**src/mtrr_memory_type_resolver_macros.svh**
```systemverilog
// Assertion macros shared by the memory type resolver RTL.
// Used by mtrr_head.sv and mtrr_memory_type_resolver.sv.
`ifndef MTRR_MEMORY_TYPE_RESOLVER_MACROS_SVH
`define MTRR_MEMORY_TYPE_RESOLVER_MACROS_SVH

`ifndef SYNTH
// same-cycle implication
`define MTRR_ASSERT_IMP(lbl, clk, rst, ante, cons) \
   lbl: assert property (@(posedge clk) disable iff (rst) (ante) |-> (cons)) \
      else $error("mtrr assertion failed");
// next-cycle implication
`define MTRR_ASSERT_NXT(lbl, clk, rst, ante, cons) \
   lbl: assert property (@(posedge clk) disable iff (rst) (ante) |=> (cons)) \
      else $error("mtrr assertion failed");
`else
`define MTRR_ASSERT_IMP(lbl, clk, rst, ante, cons)
`define MTRR_ASSERT_NXT(lbl, clk, rst, ante, cons)
`endif

`endif

```
**src/mtrr_pkg.sv**
```systemverilog
// Types and constants for the memory type resolver.
// No dependencies.
`timescale 1ns / 1ps

package mtrr_pkg;

   localparam int TYPE_W     = 3;
   localparam int PAGE_W     = 18;
   localparam int PAGE_SHIFT = 9;   // 4 KB frames per 2 MB page, log2
   localparam int COUNT_W    = 5;

   localparam logic [TYPE_W-1:0] TYPE_UC = 3'd0;
   localparam logic [TYPE_W-1:0] TYPE_WB = 3'd6;

   localparam logic REQ_LOAD   = 1'b0;
   localparam logic REQ_LOOKUP = 1'b1;

   // control word that travels with each beat down the chain
   typedef struct packed {
      logic              valid;
      logic              lookup;
      logic              wr_en;     // load that appends a range
      logic              rejected;
      logic              uc_found;  // result already final (UC)
      logic [TYPE_W-1:0] mem_type;
   } ctl_type;

endpackage

```
**src/mtrr_memory_type_resolver.sv**
```systemverilog
// Memory type resolver top level: entry stages followed by a chain of range cells.
// Depends on mtrr_pkg, mtrr_head and mtrr_cell.
`timescale 1ns / 1ps
`include "mtrr_memory_type_resolver_macros.svh"

// Resolves the caching type of a 2 MB page against a table of up to MAX_RANGES
// variable ranges. A load beat (req_type 0) appends a valid, non write-back
// range whose end frame is base plus the size given by the lowest set mask bit,
// minus one, saturated at all ones; a full table or zero mask flags
// rsp_load_rejected. A lookup beat (req_type 1) returns UC for page 0, else UC
// if any held range overlaps as UC, else the type of the last overlapping range,
// else WB. Every beat gives exactly one result beat, in order. Beats enter one
// per cycle while req_stall is low; each passes the two entry stages and then
// every range cell in turn. The whole chain moves as one: while the output beat
// is held by rsp_stall, nothing advances and req_stall is high.
// The range table lives in the cells themselves, one slot per cell, and a
// load writes its slot as it passes, ahead of any later lookup.

module mtrr_memory_type_resolver #(
   parameter int MAX_RANGES = 16,
   parameter int FRAME_BITS = 40
) (
   input  logic                         clock,
   input  logic                         reset,
   input  logic                         req_valid,
   output logic                         req_stall,
   input  logic                         req_type,
   input  logic                         req_range_valid,
   input  logic [FRAME_BITS-1:0]        req_range_base_frame,
   input  logic [FRAME_BITS-1:0]        req_range_mask_frame,
   input  logic [mtrr_pkg::TYPE_W-1:0]  req_range_type,
   input  logic [mtrr_pkg::PAGE_W-1:0]  req_page_index,
   output logic                         rsp_valid,
   input  logic                         rsp_stall,
   output logic [mtrr_pkg::TYPE_W-1:0]  rsp_mem_type,
   output logic [mtrr_pkg::COUNT_W-1:0] rsp_range_count,
   output logic                         rsp_load_rejected
);
   import mtrr_pkg::*;

   // count must hold MAX_RANGES itself
   localparam int CNT_W = $clog2(MAX_RANGES + 1);
   // compare width covers both frame numbers and page frame bounds
   localparam int CMP_W = (FRAME_BITS > PAGE_W + PAGE_SHIFT) ? FRAME_BITS
                                                             : PAGE_W + PAGE_SHIFT;

   logic adv, accept;

   ctl_type               ctl   [MAX_RANGES+1];
   logic [CNT_W-1:0]      cnt   [MAX_RANGES+1];
   logic [FRAME_BITS-1:0] base  [MAX_RANGES+1];
   logic [FRAME_BITS-1:0] last  [MAX_RANGES+1];
   logic [TYPE_W-1:0]     kind  [MAX_RANGES+1];
   logic [CMP_W-1:0]      first [MAX_RANGES+1];
   logic [CMP_W-1:0]      pend  [MAX_RANGES+1];

   // chain moves unless the output beat is held
   assign adv       = !ctl[MAX_RANGES].valid || !rsp_stall;
   assign req_stall = !adv;
   assign accept    = req_valid && adv;

   mtrr_head #(
      .MAX_RANGES (MAX_RANGES),
      .FRAME_BITS (FRAME_BITS),
      .CNT_W      (CNT_W),
      .CMP_W      (CMP_W)
   ) u_head (
      .clock                (clock),
      .reset                (reset),
      .adv                  (adv),
      .accept               (accept),
      .req_type             (req_type),
      .req_range_valid      (req_range_valid),
      .req_range_base_frame (req_range_base_frame),
      .req_range_mask_frame (req_range_mask_frame),
      .req_range_type       (req_range_type),
      .req_page_index       (req_page_index),
      .ctl_o                (ctl[0]),
      .cnt_o                (cnt[0]),
      .base_o               (base[0]),
      .last_o               (last[0]),
      .kind_o               (kind[0]),
      .first_o              (first[0]),
      .end_o                (pend[0])
   );

   // cell i holds the range appended i-th
   for (genvar i = 0; i < MAX_RANGES; i++) begin : g_cell
      mtrr_cell #(
         .FRAME_BITS (FRAME_BITS),
         .CNT_W      (CNT_W),
         .CMP_W      (CMP_W),
         .INDEX      (i)
      ) u_cell (
         .clock   (clock),
         .reset   (reset),
         .adv     (adv),
         .ctl_i   (ctl[i]),
         .cnt_i   (cnt[i]),
         .base_i  (base[i]),
         .last_i  (last[i]),
         .kind_i  (kind[i]),
         .first_i (first[i]),
         .end_i   (pend[i]),
         .ctl_o   (ctl[i+1]),
         .cnt_o   (cnt[i+1]),
         .base_o  (base[i+1]),
         .last_o  (last[i+1]),
         .kind_o  (kind[i+1]),
         .first_o (first[i+1]),
         .end_o   (pend[i+1])
      );
   end

   // last cell's registers are the output beat
   assign rsp_valid         = ctl[MAX_RANGES].valid;
   assign rsp_mem_type      = ctl[MAX_RANGES].mem_type;
   assign rsp_range_count   = COUNT_W'(cnt[MAX_RANGES]);
   assign rsp_load_rejected = ctl[MAX_RANGES].rejected;

   `MTRR_ASSERT_IMP(a_rej_no_type, clock, reset, rsp_valid && rsp_load_rejected, rsp_mem_type == TYPE_UC)
   `MTRR_ASSERT_IMP(a_stall_follows, clock, reset, rsp_valid && rsp_stall, req_stall)
   `MTRR_ASSERT_NXT(a_out_held, clock, reset, rsp_valid && rsp_stall, rsp_valid && $stable(rsp_range_count))

endmodule

```
**src/mtrr_head.sv**
```systemverilog
// Entry stages: load decode, count update, range end and page bounds.
// Depends on mtrr_pkg.
`timescale 1ns / 1ps
`include "mtrr_memory_type_resolver_macros.svh"

module mtrr_head #(
   parameter int MAX_RANGES = 16,
   parameter int FRAME_BITS = 40,
   parameter int CNT_W      = 5,
   parameter int CMP_W      = 40
) (
   input  logic                          clock,
   input  logic                          reset,
   input  logic                          adv,
   input  logic                          accept,
   input  logic                          req_type,
   input  logic                          req_range_valid,
   input  logic [FRAME_BITS-1:0]         req_range_base_frame,
   input  logic [FRAME_BITS-1:0]         req_range_mask_frame,
   input  logic [mtrr_pkg::TYPE_W-1:0]   req_range_type,
   input  logic [mtrr_pkg::PAGE_W-1:0]   req_page_index,
   output mtrr_pkg::ctl_type             ctl_o,
   output logic [CNT_W-1:0]              cnt_o,
   output logic [FRAME_BITS-1:0]         base_o,
   output logic [FRAME_BITS-1:0]         last_o,
   output logic [mtrr_pkg::TYPE_W-1:0]   kind_o,
   output logic [CMP_W-1:0]              first_o,
   output logic [CMP_W-1:0]              end_o
);
   import mtrr_pkg::*;

   logic [CNT_W-1:0]      count_ff, count_in;
   ctl_type               ctl0_ff, ctl0_in;
   logic [CNT_W-1:0]      cnt0_ff;
   logic [FRAME_BITS-1:0] base0_ff, span0_ff, span0_in;
   logic [TYPE_W-1:0]     kind0_ff;
   logic [PAGE_W-1:0]     page0_ff;
   logic                  do_load, room, append;

   ctl_type               ctl1_ff, ctl1_in;
   logic [CNT_W-1:0]      cnt1_ff;
   logic [FRAME_BITS-1:0] base1_ff, last1_ff, last1_in;
   logic [TYPE_W-1:0]     kind1_ff;
   logic [CMP_W-1:0]      first1_ff, first1_in, end1_ff, end1_in;
   logic [FRAME_BITS:0]   sum;

   // stage 0: decode the beat, bump the count at acceptance
   always_comb begin
      do_load  = (req_type == REQ_LOAD) && req_range_valid && (req_range_type != TYPE_WB);
      room     = count_ff < CNT_W'(MAX_RANGES);
      append   = do_load && room && (req_range_mask_frame != '0);
      count_in = count_ff + CNT_W'(append);
      // ones below the lowest set mask bit
      span0_in = ~req_range_mask_frame & (req_range_mask_frame - FRAME_BITS'(1));
      ctl0_in          = '0;
      ctl0_in.valid    = accept;
      ctl0_in.lookup   = (req_type == REQ_LOOKUP);
      ctl0_in.wr_en    = append;
      ctl0_in.rejected = do_load && !append;
   end

   always_ff @(posedge clock) begin
      if (reset) begin
         count_ff <= '0;
         ctl0_ff  <= '0;
      end else if (adv) begin
         ctl0_ff <= ctl0_in;
         if (accept) begin
            count_ff <= count_in;
         end
      end
   end

   always_ff @(posedge clock) begin
      if (adv) begin
         cnt0_ff  <= count_in;
         base0_ff <= req_range_base_frame;
         span0_ff <= span0_in;
         kind0_ff <= req_range_type;
         page0_ff <= req_page_index;
      end
   end

   // stage 1: saturating range end, page frame bounds, default type
   always_comb begin
      sum       = {1'b0, base0_ff} + {1'b0, span0_ff};
      last1_in  = sum[FRAME_BITS] ? '1 : sum[FRAME_BITS-1:0];
      first1_in = CMP_W'(page0_ff) << PAGE_SHIFT;
      end1_in   = first1_in | CMP_W'((1 << PAGE_SHIFT) - 1);
      ctl1_in   = ctl0_ff;
      if (ctl0_ff.lookup) begin
         if (page0_ff == '0) begin
            ctl1_in.mem_type = TYPE_UC;
            ctl1_in.uc_found = 1'b1;
         end else begin
            ctl1_in.mem_type = TYPE_WB;
         end
      end
   end

   always_ff @(posedge clock) begin
      if (reset) begin
         ctl1_ff <= '0;
      end else if (adv) begin
         ctl1_ff <= ctl1_in;
      end
   end

   always_ff @(posedge clock) begin
      if (adv) begin
         cnt1_ff   <= cnt0_ff;
         base1_ff  <= base0_ff;
         last1_ff  <= last1_in;
         kind1_ff  <= kind0_ff;
         first1_ff <= first1_in;
         end1_ff   <= end1_in;
      end
   end

   assign ctl_o   = ctl1_ff;
   assign cnt_o   = cnt1_ff;
   assign base_o  = base1_ff;
   assign last_o  = last1_ff;
   assign kind_o  = kind1_ff;
   assign first_o = first1_ff;
   assign end_o   = end1_ff;

   `MTRR_ASSERT_IMP(a_count_max, clock, reset, 1'b1, count_ff <= CNT_W'(MAX_RANGES))
   `MTRR_ASSERT_NXT(a_count_hold, clock, reset, !(accept && append), $stable(count_ff))
   `MTRR_ASSERT_IMP(a_wr_xor_rej, clock, reset, ctl0_ff.valid, !(ctl0_ff.wr_en && ctl0_ff.rejected))

endmodule

```
**src/mtrr_cell.sv**
```systemverilog
// One range slot of the chain: stores a range, checks lookups against it.
// Depends on mtrr_pkg.
`timescale 1ns / 1ps

module mtrr_cell #(
   parameter int FRAME_BITS = 40,
   parameter int CNT_W      = 5,
   parameter int CMP_W      = 40,
   parameter int INDEX      = 0
) (
   input  logic                         clock,
   input  logic                         reset,
   input  logic                         adv,
   input  mtrr_pkg::ctl_type            ctl_i,
   input  logic [CNT_W-1:0]             cnt_i,
   input  logic [FRAME_BITS-1:0]        base_i,
   input  logic [FRAME_BITS-1:0]        last_i,
   input  logic [mtrr_pkg::TYPE_W-1:0]  kind_i,
   input  logic [CMP_W-1:0]             first_i,
   input  logic [CMP_W-1:0]             end_i,
   output mtrr_pkg::ctl_type            ctl_o,
   output logic [CNT_W-1:0]             cnt_o,
   output logic [FRAME_BITS-1:0]        base_o,
   output logic [FRAME_BITS-1:0]        last_o,
   output logic [mtrr_pkg::TYPE_W-1:0]  kind_o,
   output logic [CMP_W-1:0]             first_o,
   output logic [CMP_W-1:0]             end_o
);
   import mtrr_pkg::*;

   logic [FRAME_BITS-1:0] start_ff, last_ff;
   logic [TYPE_W-1:0]     kind_ff;
   ctl_type               ctl_ff, ctl_in;
   logic [CNT_W-1:0]      cnt_ff;
   logic [FRAME_BITS-1:0] base_ff, lastp_ff;
   logic [TYPE_W-1:0]     kindp_ff;
   logic [CMP_W-1:0]      first_ff, end_ff;
   logic                  sel, hit;

   always_comb begin
      // this slot is the one appended by a load whose count lands on INDEX+1
      sel = ctl_i.valid && ctl_i.wr_en && (cnt_i == CNT_W'(INDEX + 1));
      hit = ctl_i.valid && ctl_i.lookup && !ctl_i.uc_found
            && (CNT_W'(INDEX) < cnt_i)
            && (first_i <= CMP_W'(last_ff)) && (end_i >= CMP_W'(start_ff));
      ctl_in = ctl_i;
      if (hit) begin
         ctl_in.mem_type = kind_ff;
         ctl_in.uc_found = (kind_ff == TYPE_UC);
      end
   end

   always_ff @(posedge clock) begin
      if (adv && sel) begin
         start_ff <= base_i;
         last_ff  <= last_i;
         kind_ff  <= kind_i;
      end
   end

   always_ff @(posedge clock) begin
      if (reset) begin
         ctl_ff <= '0;
      end else if (adv) begin
         ctl_ff <= ctl_in;
      end
   end

   always_ff @(posedge clock) begin
      if (adv) begin
         cnt_ff   <= cnt_i;
         base_ff  <= base_i;
         lastp_ff <= last_i;
         kindp_ff <= kind_i;
         first_ff <= first_i;
         end_ff   <= end_i;
      end
   end

   assign ctl_o   = ctl_ff;
   assign cnt_o   = cnt_ff;
   assign base_o  = base_ff;
   assign last_o  = lastp_ff;
   assign kind_o  = kindp_ff;
   assign first_o = first_ff;
   assign end_o   = end_ff;

endmodule
```
**config.mk**
```make
export PLATFORM = sky130hd
export DESIGN_NAME = mtrr_memory_type_resolver
export DESIGN_NICKNAME = d
export VERILOG_FILES = /design/src/mtrr_pkg.sv /design/src/mtrr_memory_type_resolver.sv /design/src/mtrr_head.sv /design/src/mtrr_cell.sv
export VERILOG_INCLUDE_DIRS = /design/src /design/src/src
export SDC_FILE = /design/constraint.sdc
export NUM_CORES = 2
export LEC_CHECK = 0
export BUFFER_PORTS_ARGS = -buffer_cell sky130_fd_sc_hd__clkbuf_2
export CAP_MARGIN = 10
export CORE_MARGIN = 2
export CORE_UTILIZATION = 69
export CTS_CLUSTER_DIAMETER = 30
export DETAILED_ROUTE_END_ITERATION = 8
export PLACE_DENSITY = 0.86
export SLEW_MARGIN = 20
export SYNTH_ARGS = -nofsm -noshare
export SYNTH_HDL_FRONTEND = slang
export SYNTH_HIERARCHICAL = 1
export SYNTH_SLANG_ARGS = --single-unit
```
**constraint.sdc**
```tcl
create_clock -name clock -period 186.8 [get_ports clock]
set_input_delay 9.34 -clock clock [delete_from_list [all_inputs] [get_ports clock]]
set_output_delay 9.34 -clock clock [all_outputs]
set_load 0.01 [all_outputs]
```
==> flow_summary.yaml <==
run_status:
  outcome: "complete, no violations"
sta:
  period_needed_ps: 19140
  fin_setup_tns_ps: 0
  grt_setup_unrepaired: "no"
  hold_ws_ps: 415
  finalSetupViolCount: 0
  fin_skew_ps: 57.7
  hold_viol_final: 0
  relSlewSlack: 0.176
  worst_pin_slew_ps: 1240
  slew_violations: 0
  min_period_over_period: 0.102
  max_freq_ghz: 0.0523
layout:
  nets: 11964
  instances_no_fill: 14201
  regArea_sq_mm: 0.125
  area_delta_synth_final_pct: 15.8
  multi_input_area_sq_mm: 0.0339
  fillCellCount: 9930
  fin_util: 0.802
  drive_gt1_frac: 0.120
yosys:
  ys_warn_count: 6
  syn_avg_cell_area_sq_um: 16.7
  synth.cell_area_sq_mm: 0.164
  synthCells: 9812
power_and_ir_drop:
  power_density_mw_per_mm2: 12.2
  p_leak_uw: 0.0771
  peakVddDrop_mv: 0.00926
critical_path:
  critPathKind: "in2out"
  rr_startpoint: "g_cell[15].u_cell/ctl_o[7]"
  startpoint_type: "input pin"
  crit_required_ps: 177460
  critPathArrivalTime_ps: 9800
  crit_fanout: 3
  worstSetupEndpointType: "primary output"
  critPathLaunch: "rsp_stall"
global_route:
  grt_overflow: 0
  grt_max_degree: 215
  first_global_vias: 92873
  grt_pass1_wl_um: 542000
  antenna_found_initial: 1
  grt.total_usage: 0.292
clocking:
  clkLatencyLatePin_ps: 980
  htreeDepth: 6
  cts_max_path_buffers: 4
  cts.sink_count: 4205
  clkTransAtPathRegs_ps: 60
  postCtsSetupBuffers: 0
  cts_tree: "yes"
  cts_resized: 0
  hold_buffers: 0
  cts_root_buf: "clkbuf_16"
  numCtsBuffers: 621
die:
  io-pin-count: 118
  die_w_um: 492
  die_h_um: 492
  floorplan.core_area_sq_mm: 0.237
  initial_core_util: 0.692
  fp-row-count: 179
  die_area_sq_mm: 0.242
min_path:
  holdCritStartpoint: "g_cell[1].u_cell/kind_o[1]"
  hold_class: "reg2reg"
route:
  drt_iter0_drc: 10377
  drtPass1Iterations: 7
  ant_nets: 0
  drc_errors: 0
  wl_per_cell_um: 24.8
  num_vias: 87991
  viasPerCell: 6.20
  wirelength_um: 352000
placed_design:
  gp_congestion: 0.896
  dp_hpwl_um: 203000
  io_buffers: 117
  dp_cells: 13078
run:
  maxCapViolations: 0
-- sequential cells by signal, indices dropped and copies added (netlist names), 6 cells and up --
signal                  flops
g_cell.u_cell/last_ff     640
g_cell.u_cell/start_ff    640
g_cell.u_cell/base_o      600
g_cell.u_cell/end_o       600
g_cell.u_cell/first_o     600
g_cell.u_cell/last_o      600
g_cell.u_cell/ctl_o       125
g_cell.u_cell/cnt_o        80
g_cell.u_cell/kind_ff      48
g_cell.u_cell/kind_o       45
u_head/base0_ff            40
u_head/base_o              40
u_head/last_o              40
u_head/span0_ff            40
u_head/end_o               18
u_head/page0_ff            18
u_head/ctl_o                6
-- final timing paths --
kind / end / slack, ps / cells past startpoint
setup / recovery: req_stall / 167660 / 3
hold / removal: g_cell[2].u_cell/kind_o[1] / 420 / 0
setup reg to reg: g_cell[13].u_cell/base_o[22] / 179900 / 8
hold reg to reg: g_cell[2].u_cell/kind_o[1] / 420 / 0
-- layout by cell type (no fill, tap or decap), types with 45 or more instances in the layout --
cell type  instances
inv_6             62
mux2i_1          100
nand2_1          352
clkbuf_2         116
clkbuf_1          55
conb_1            45
o21ai_0          194
clkinv_1          61
inv_1           1346
a21oi_1          588
a211oi_1         105
nor2_1           241
nor3_1            96
clkbuf_16        639
nand3_1          131
dfxtp_1          140
ha_1            1322
a21o_1           113
bufinv_16         88
o211ai_1          46
nand4_1          249
edfxtp_1        4065
buf_4             51
clkinv_2          95
-- final cells by class --
cell class / instances / area share
Tap cell: 3167 / 0.0208
Clock inverter: 415 / 0.0261
Multi-Input combinational cell: 4181 / 0.178
Inverter: 1346 / 0.0266
Timing Repair Buffer: 179 / 0.00600
Sequential cell: 4205 / 0.656
Clock buffer: 705 / 0.0859
Antenna cell: 3 / 0.0000395
-- routing by layer --
metal	track usage	part of all wire	wire length, um
met1	0.360	0.36	128000
met2	0.505	0.51	180000
met3	0.0444	0.067	23700
met4	0.148	0.055	19400
met5	0	0	0
-- per-stage QoR --
step	cell area (sq um)	setup slack (ps)	total power, uW
detailed placement	169000	167720	1150
global placement	169000	167720	1140
finish	190000	167660	2320
global route	190000	167650	2380
floorplan	164000	104840	1120
CTS	190000	167720	2330
-- critical path: stages --
cell and delay [ps]:
clkbuf_2 160, and2_1 160, clkbuf_2 140
-- power breakdown --
part	total, uW	internal [uW]	switching (uW)
Sequential	1100	1070	26.1
Clock	1180	757	427
Combinational	41.8	16.6	25.2
(Power assumes the default switching activity.)
